[src/rtl/core/bilinear_texture_sampler_unit_macros.svh]
// Assertion macros for the bilinear texture sampler.
// Included by the top level, the only file that checks its own logic; no other dependencies.
`ifndef BILINEAR_TEXTURE_SAMPLER_UNIT_MACROS_SVH
`define BILINEAR_TEXTURE_SAMPLER_UNIT_MACROS_SVH

`ifndef ASSERT_OFF

// Clocked check with reset disable, clock and reset given by the caller
`define BTS_ASSERT_CLK(lbl, clk, rstn, prop, msg) \
  lbl: assert property (@(posedge clk) disable iff (!rstn) prop) else $error(msg);

// Clocked check on the block's own clk_i / rst_ni
`define BTS_ASSERT(lbl, prop, msg) \
  `BTS_ASSERT_CLK(lbl, clk_i, rst_ni, prop, msg)

`else

`define BTS_ASSERT_CLK(lbl, clk, rstn, prop, msg)
`define BTS_ASSERT(lbl, prop, msg)

`endif

`endif

[src/rtl/core/bts_pkg.sv]
// Shared constants, codes and payload types of the bilinear texture sampler.
// Used by every module under rtl/core; depends on nothing.
package bts_pkg;

  // Store geometry and field widths
  localparam int unsigned MaxWidth    = 256;
  localparam int unsigned MaxHeight   = 256;
  localparam int unsigned ChanBits    = 16;
  localparam int unsigned NumChan     = 3;
  localparam int unsigned XBits       = $clog2(MaxWidth);
  localparam int unsigned YBits       = $clog2(MaxHeight);
  localparam int unsigned AddrBits    = XBits + YBits;
  localparam int unsigned Depth       = MaxWidth * MaxHeight;
  localparam int unsigned SizeBits    = 9;
  localparam int unsigned CoordBits   = 24;
  localparam int unsigned FracBits    = 16;
  localparam int unsigned ScaleFrac   = 8;
  localparam int unsigned CfgIdxBits  = 2;
  localparam int unsigned CfgDataBits = 9;
  localparam int unsigned InDataBits  = 168;
  localparam int unsigned OutDataBits = NumChan * ChanBits;

  // Item kind carried on tuser
  typedef enum logic {
    FUNC_WRITE  = 1'b0,
    FUNC_SAMPLE = 1'b1
  } func_e;

  // Addressing mode
  typedef enum logic {
    WRAP_CLAMP = 1'b0,
    WRAP_TILE  = 1'b1
  } wrap_e;

  // Configuration register indexes
  typedef enum logic [CfgIdxBits-1:0] {
    REG_TEX_WIDTH  = 2'd0,
    REG_TEX_HEIGHT = 2'd1,
    REG_WRAP_MODE  = 2'd2
  } cfg_reg_e;

  typedef logic [ChanBits-1:0] chan_t;
  typedef chan_t [NumChan-1:0] rgb_t;   // [0] red, [1] green, [2] blue
  typedef logic [XBits-1:0]    xidx_t;
  typedef logic [YBits-1:0]    yidx_t;
  typedef logic [FracBits-1:0] weight_t;

  // Effective texture size (1..max) and mode
  typedef struct packed {
    logic [SizeBits-1:0] width;
    logic [SizeBits-1:0] height;
    wrap_e               wrap;
  } cfg_t;

  // One input request
  typedef struct packed {
    func_e                 func;
    xidx_t                 texel_x;
    yidx_t                 texel_y;
    rgb_t                  texel;
    logic [CoordBits-1:0]  coord_u;
    logic [CoordBits-1:0]  coord_v;
    logic                  use_texture;
    rgb_t                  scale;
  } req_t;

  // Request after addressing, ready for the texel fetch
  typedef struct packed {
    func_e    func;
    xidx_t    x0;
    xidx_t    x1;
    yidx_t    y0;
    yidx_t    y1;
    weight_t  frac_s;
    weight_t  frac_t;
    xidx_t    texel_x;
    yidx_t    texel_y;
    rgb_t     texel;
    logic     use_texture;
    rgb_t     scale;
  } fetch_t;

  // Four fetched texels with weights and scale
  typedef struct packed {
    rgb_t    t00;
    rgb_t    t10;
    rgb_t    t01;
    rgb_t    t11;
    weight_t frac_s;
    weight_t frac_t;
    logic    use_texture;
    rgb_t    scale;
  } quad_t;

endpackage

[src/rtl/core/bts_coord.sv]
// Coordinate stages: scale u/v by texture size, floor, then wrap or clamp.
// Two register stages; depends on bts_pkg.
module bts_coord (
  input  logic            clk_i,
  input  logic            rst_ni,
  input  bts_pkg::cfg_t   cfg_i,
  input  logic            in_valid_i,
  output logic            in_ready_o,
  input  bts_pkg::req_t   in_req_i,
  output logic            out_valid_o,
  input  logic            out_ready_i,
  output bts_pkg::fetch_t out_fetch_o
);
  import bts_pkg::*;

  localparam int unsigned ProdBits     = CoordBits + SizeBits;
  localparam int unsigned IdxBits      = ProdBits - FracBits;
  localparam int unsigned FracProdBits = FracBits + SizeBits;

  logic                       va_q, vb_q, en_a, en_b;
  req_t                       req_a_q;
  logic signed [ProdBits-1:0] pu_d, pv_d, pu_a_q, pv_a_q;
  logic [FracProdBits-1:0]    ru_d, rv_d, ru_a_q, rv_a_q;
  logic [2*SizeBits-1:0]      pair_u, pair_v;
  fetch_t                     fetch_d, fetch_q;

  // Neighbor pair {hi, lo} along one axis. modv is the floor index mod n.
  function automatic logic [2*SizeBits-1:0] axis_pair(
    input logic signed [IdxBits-1:0] idx,
    input logic [SizeBits-1:0]       modv,
    input logic [SizeBits-1:0]       n,
    input wrap_e                     mode
  );
    logic [SizeBits-1:0]       lo, hi, nm1, inc;
    logic signed [IdxBits-1:0] ns;
    nm1 = n - 1'b1;
    ns  = $signed({{(IdxBits-SizeBits){1'b0}}, n});
    inc = modv + 1'b1;
    if (mode == WRAP_TILE) begin
      lo = modv;
      hi = (inc == n) ? '0 : inc;
    end else begin
      if (idx < 0)         lo = '0;
      else if (idx >= ns)  lo = nm1;
      else                 lo = idx[SizeBits-1:0];
      if (idx < -1)            hi = '0;
      else if (idx >= ns - 1)  hi = nm1;
      else                     hi = SizeBits'(idx + 1);
    end
    return {hi, lo};
  endfunction

  // Handshake: a stage takes new data when empty or when it drains
  assign en_b       = !vb_q || out_ready_i;
  assign en_a       = !va_q || en_b;
  assign in_ready_o = en_a;

  // Stage A: full product for clamp, fraction product gives index mod n
  assign pu_d = $signed(in_req_i.coord_u) * $signed({1'b0, cfg_i.width});
  assign pv_d = $signed(in_req_i.coord_v) * $signed({1'b0, cfg_i.height});
  assign ru_d = in_req_i.coord_u[FracBits-1:0] * cfg_i.width;
  assign rv_d = in_req_i.coord_v[FracBits-1:0] * cfg_i.height;

  always_ff @(posedge clk_i or negedge rst_ni) begin
    if (!rst_ni) begin
      va_q <= 1'b0;
      vb_q <= 1'b0;
    end else begin
      if (en_a) va_q <= in_valid_i;
      if (en_b) vb_q <= va_q;
    end
  end

  always_ff @(posedge clk_i) begin
    if (en_a && in_valid_i) begin
      req_a_q <= in_req_i;
      pu_a_q  <= pu_d;
      pv_a_q  <= pv_d;
      ru_a_q  <= ru_d;
      rv_a_q  <= rv_d;
    end
  end

  // Stage B: neighbor indexes and weights
  assign pair_u = axis_pair(pu_a_q[ProdBits-1:FracBits], ru_a_q[FracProdBits-1:FracBits],
                            cfg_i.width, cfg_i.wrap);
  assign pair_v = axis_pair(pv_a_q[ProdBits-1:FracBits], rv_a_q[FracProdBits-1:FracBits],
                            cfg_i.height, cfg_i.wrap);

  always_comb begin
    fetch_d.func        = req_a_q.func;
    fetch_d.x0          = pair_u[XBits-1:0];
    fetch_d.x1          = pair_u[SizeBits +: XBits];
    fetch_d.y0          = pair_v[YBits-1:0];
    fetch_d.y1          = pair_v[SizeBits +: YBits];
    fetch_d.frac_s      = pu_a_q[FracBits-1:0];
    fetch_d.frac_t      = pv_a_q[FracBits-1:0];
    fetch_d.texel_x     = req_a_q.texel_x;
    fetch_d.texel_y     = req_a_q.texel_y;
    fetch_d.texel       = req_a_q.texel;
    fetch_d.use_texture = req_a_q.use_texture;
    fetch_d.scale       = req_a_q.scale;
  end

  always_ff @(posedge clk_i) begin
    if (en_b && va_q) fetch_q <= fetch_d;
  end

  assign out_valid_o = vb_q;
  assign out_fetch_o = fetch_q;

endmodule

[config.mk]
export PLATFORM = sky130hd
export DESIGN_NAME = bts_coord
export DESIGN_NICKNAME = d
export VERILOG_FILES = /design/src/rtl/core/bilinear_texture_sampler_unit_macros.svh /design/src/rtl/core/bts_pkg.sv /design/src/rtl/core/bts_coord.sv
export SDC_FILE = /design/constraint.sdc
export NUM_CORES = 2
export LEC_CHECK = 0
export BUFFER_PORTS_ARGS = -buffer_cell sky130_fd_sc_hd__buf_2
export CAP_MARGIN = 20
export CORE_AREA = 2 2 249 251
export CTS_CLUSTER_DIAMETER = 100
export DETAILED_ROUTE_END_ITERATION = 6
export DIE_AREA = 0 0 251 253
export GPL_TIMING_DRIVEN = 0
export PLACE_DENSITY_LB_ADDON = 0.08
export SLEW_MARGIN = 5
export SYNTH_ARGS = -nofsm -noshare
export SYNTH_HDL_FRONTEND = slang
export SYNTH_SLANG_ARGS = --single-unit
[constraint.sdc]
create_clock -name clk_i -period 12.3 [get_ports clk_i]
set_input_delay 0 -clock clk_i [delete_from_list [all_inputs] [get_ports clk_i]]
set_output_delay 0 -clock clk_i [all_outputs]
set_load 0.01 [all_outputs]
==> results_dict.tcl <==
set metrics [dict create \
    grt_pass1_wl_um 150000 \
    skew_ns 0.0134 \
    synth-seq-area-share_pct 31.4 \
    final_core_util_pct 68.1 \
    wl_per_cell_um 20.7 \
    power.density_mw_per_mm2 219 \
    ios 365 \
    required_ns 12.60 \
    slew_viol_final 0 \
    hold_path.class "input port to flop" \
    fmax_mhz 146 \
    violations "DRC" \
    cp-start-kind "input port" \
    grt_pass1_vias 27323 \
    nFillCells 4685 \
    clk_latency_ns 0.56 \
    async_flop_share_pct 0.529 \
    syn_inst 3301 \
    placementRows 91 \
    yosysTopAreaCellShare_pct 31.2 \
    post_cts_resized 0 \
    ys_ff_latch 378 \
    numPortBuffers 330 \
    ff2ff_setup_slack_ns 8.85 \
    core_area_sq_mm 0.0610 \
    maxSlewHeadroom_pct 24.9 \
    power_uw 9100 \
    syn2layout_area_growth_pct 14.9 \
    hold_viol_final 0 \
    die_h_um 253 \
    drt_pre_antenna_iters 7 \
    dp_hpwl_um 75300 \
    drt-initial-drc-count 1552 \
    path_buf_inv 6 \
    fin_crit_ns 6.86 \
    yosys_warnings 0 \
    crit_top_cell "fa_1" \
    ir_worst_vdd_mv 0.145 \
    fin_crit_sh_pct 55.8 \
    track_usage_pct 30.9 \
    regArea_sq_mm 0.0113 \
    finalSetupViolCount 0 \
    path_clk_slew_ns 0.06 \
    synth_edf_count 376 \
    cpPeakStageDelay_ns 0.74 \
    post-place-ws_ns 5.01 \
    initial_core_util_pct 59.3 \
    die_w_um 251 \
    run_status "complete, but fails checks" \
    htreeDepth 2 \
    drc 2 \
    gr-total-overflow 0 \
    place_congestion 0.914 \
    crit_chain "clkbuf_1 -> clkbuf_1 -> clkbuf_1 -> nand2_1 -> inv_1 -> fa_1 -> fa_1 -> fa_1 -> fa_1 -> inv_1 -> fa_1 -> inv_1 -> ha_1 -> a21oi_1 -> o21ai_0 -> a211o_2 -> a221o_2 -> a211o_1 -> a31oi_4 -> nor3_1 -> a311o_1" \
    worst_slack_ns 5.44 \
    vias 25094 \
    end_kind "flop" \
    viasPerCell 5.42 \
    synth_area_leader_cell "edfxtp_1" \
    cts_sinks 378 \
    final_nets 4801 \
    postRouteAntennaNets 0 \
    ys.flop_type "edfxtp_1" \
    drv_cap 0 \
    slowest_stage "clkbuf_1" \
    multi_input_area_sq_mm 0.0213 \
    cts_setup_buffers 0 \
    cts_tree "built" \
    wl_um 95800 \
    tns_ns 0 \
    synth_area_sq_mm 0.0362 \
    worstMarginPinSlew_ns 1.13 \
    grt_max_degree 67 \
    leakagePower_uw 0.0205 \
    root_buffer "clkbuf_16" \
    rsz0062_at_grt "no" \
    antenna_found_initial 5 \
    avgSynthCellArea_sq_um 11.0 \
    crit_arrival_ns 7.16 \
    cts_buffer_depth 3 \
    cp_top_family "adder cells" \
    path_class "input port to flop" \
    drive_gt1_share_pct 11.4 \
    synth_nets 4300 \
    dieArea_sq_mm 0.0635 \
    netlist_top_cells_area "edfxtp_1, fa_1, ha_1, inv_1, and2_1" \
    hold_ws_ns 0.0719 \
    cts_made_buffers 40 \
    synth.distinct_cells 68 \
    cp_max_fo 10 \
]
## cells in the mapped netlist, drive strengths merged, types with 40 or more instances
master,instances
clkbuf,73
a21oi,68
xnor2,115
fa,517
a21o,40
o21ai,41
and2,226
nor2,54
inv,859
edfxtp,376
nand2,258
ha,297
xor2,55
## timing repair
action                                  in CTS  in global routing
hold buffers                               122                  0
endpoints found under the setup margin       0                  0
endpoints found under the hold margin      121                  0
## logic make-up after synthesis
| logic type | count (synthesis) | share of synthesized area, % |
|---|---|---|
| buf+inv | 942 | 9.78 |
| flops | 378 | 31.4 |
| compound gates | 282 | 5.33 |
| simple gates | 678 | 9.48 |
| xor+xnor | 170 | 4.12 |
| fa+ha+maj | 819 | 39.0 |
| mux | 32 | 0.913 |
## worst reg2reg max path: cells and delay by family (launching register included)
| kind | cells | cell delay (ns) |
|---|---|---|
| AO/OA/AOI/OAI | 6 | 1.71 |
| adder cells (fa/ha/maj) | 1 | 0.38 |
| flip-flops | 1 | 0.54 |
| multiplexers | 1 | 0.30 |
| AND/OR/NAND/NOR | 2 | 0.22 |
## path summary, 6_finish.rpt
path	from	end	cells past startpoint
hold reg to reg	fetch_d[67]	out_fetch_o[67]	0
max in group asynchronous	rst_ni	va_q	3
hold / removal	in_req_i[50]	pv_a_q[1]	3
min in group asynchronous	rst_ni	out_valid_o	3
setup reg to reg	pu_a_q[18]	out_fetch_o[168]	10
setup / recovery	cfg_i[6]	pv_a_q[30]	21
## layout make-up
class | instances | share of cell area, %
inverter | 859 | 7.76
sequential | 378 | 27.3
clock inverter | 27 | 0.695
tap | 790 | 2.38
clock buffer | 47 | 2.52
multi-input combinational | 1981 | 51.3
timing repair buffer | 459 | 7.32
antenna | 6 | 0.0361
buffer | 83 | 0.750
## sequential cells by signal, summed over array words and instances, names as in the netlist
register and count:
fetch_d 114, out_fetch_o 178, out_valid_o 1, pu_a_q 33, pv_a_q 33, ru_a_q 9, rv_a_q 9, va_q 1
## metrics by stage
step           instances  area [sq um]
3_5_place_dp        4428         39000
6_report            4630         41600
2_1_floorplan       3301         36200
5_1_grt             4628         41600
4_1_cts             4624         41600
3_3_place_gp        4421         38800
## routing by layer
| metal | track usage, % | wire [um] | up-vias |
|---|---|---|---|
| li1 | - | - | 11372 |
| met1 | 38.9 | 37400 | 12559 |
| met2 | 54.1 | 48100 | 929 |
| met3 | 4.51 | 6220 | 232 |
| met4 | 12.1 | 4010 | 2 |
| met5 | 0 | 13 | - |
## power by group
group          internal [uW]  switching [uW]  total [uW]
clock                    706             530        1240
sequential              1960             190        2150
combinational           2470            3250        5720
total                   5130            3970        9100
## placed cells by master (no fill, tap or decap), types with 54 or more instances in the layout
master / instances
a21oi_1: 68
and2_1: 224
buf_2: 331
clkbuf_1: 79
dlygate4sd3_1: 122
edfxtp_1: 376
fa_1: 517
ha_1: 297
inv_1: 859
nand2_1: 258
nor2_1: 54
xnor2_1: 115
xor2_1: 55
No activity file was read; power rests on OpenSTA's default activity.
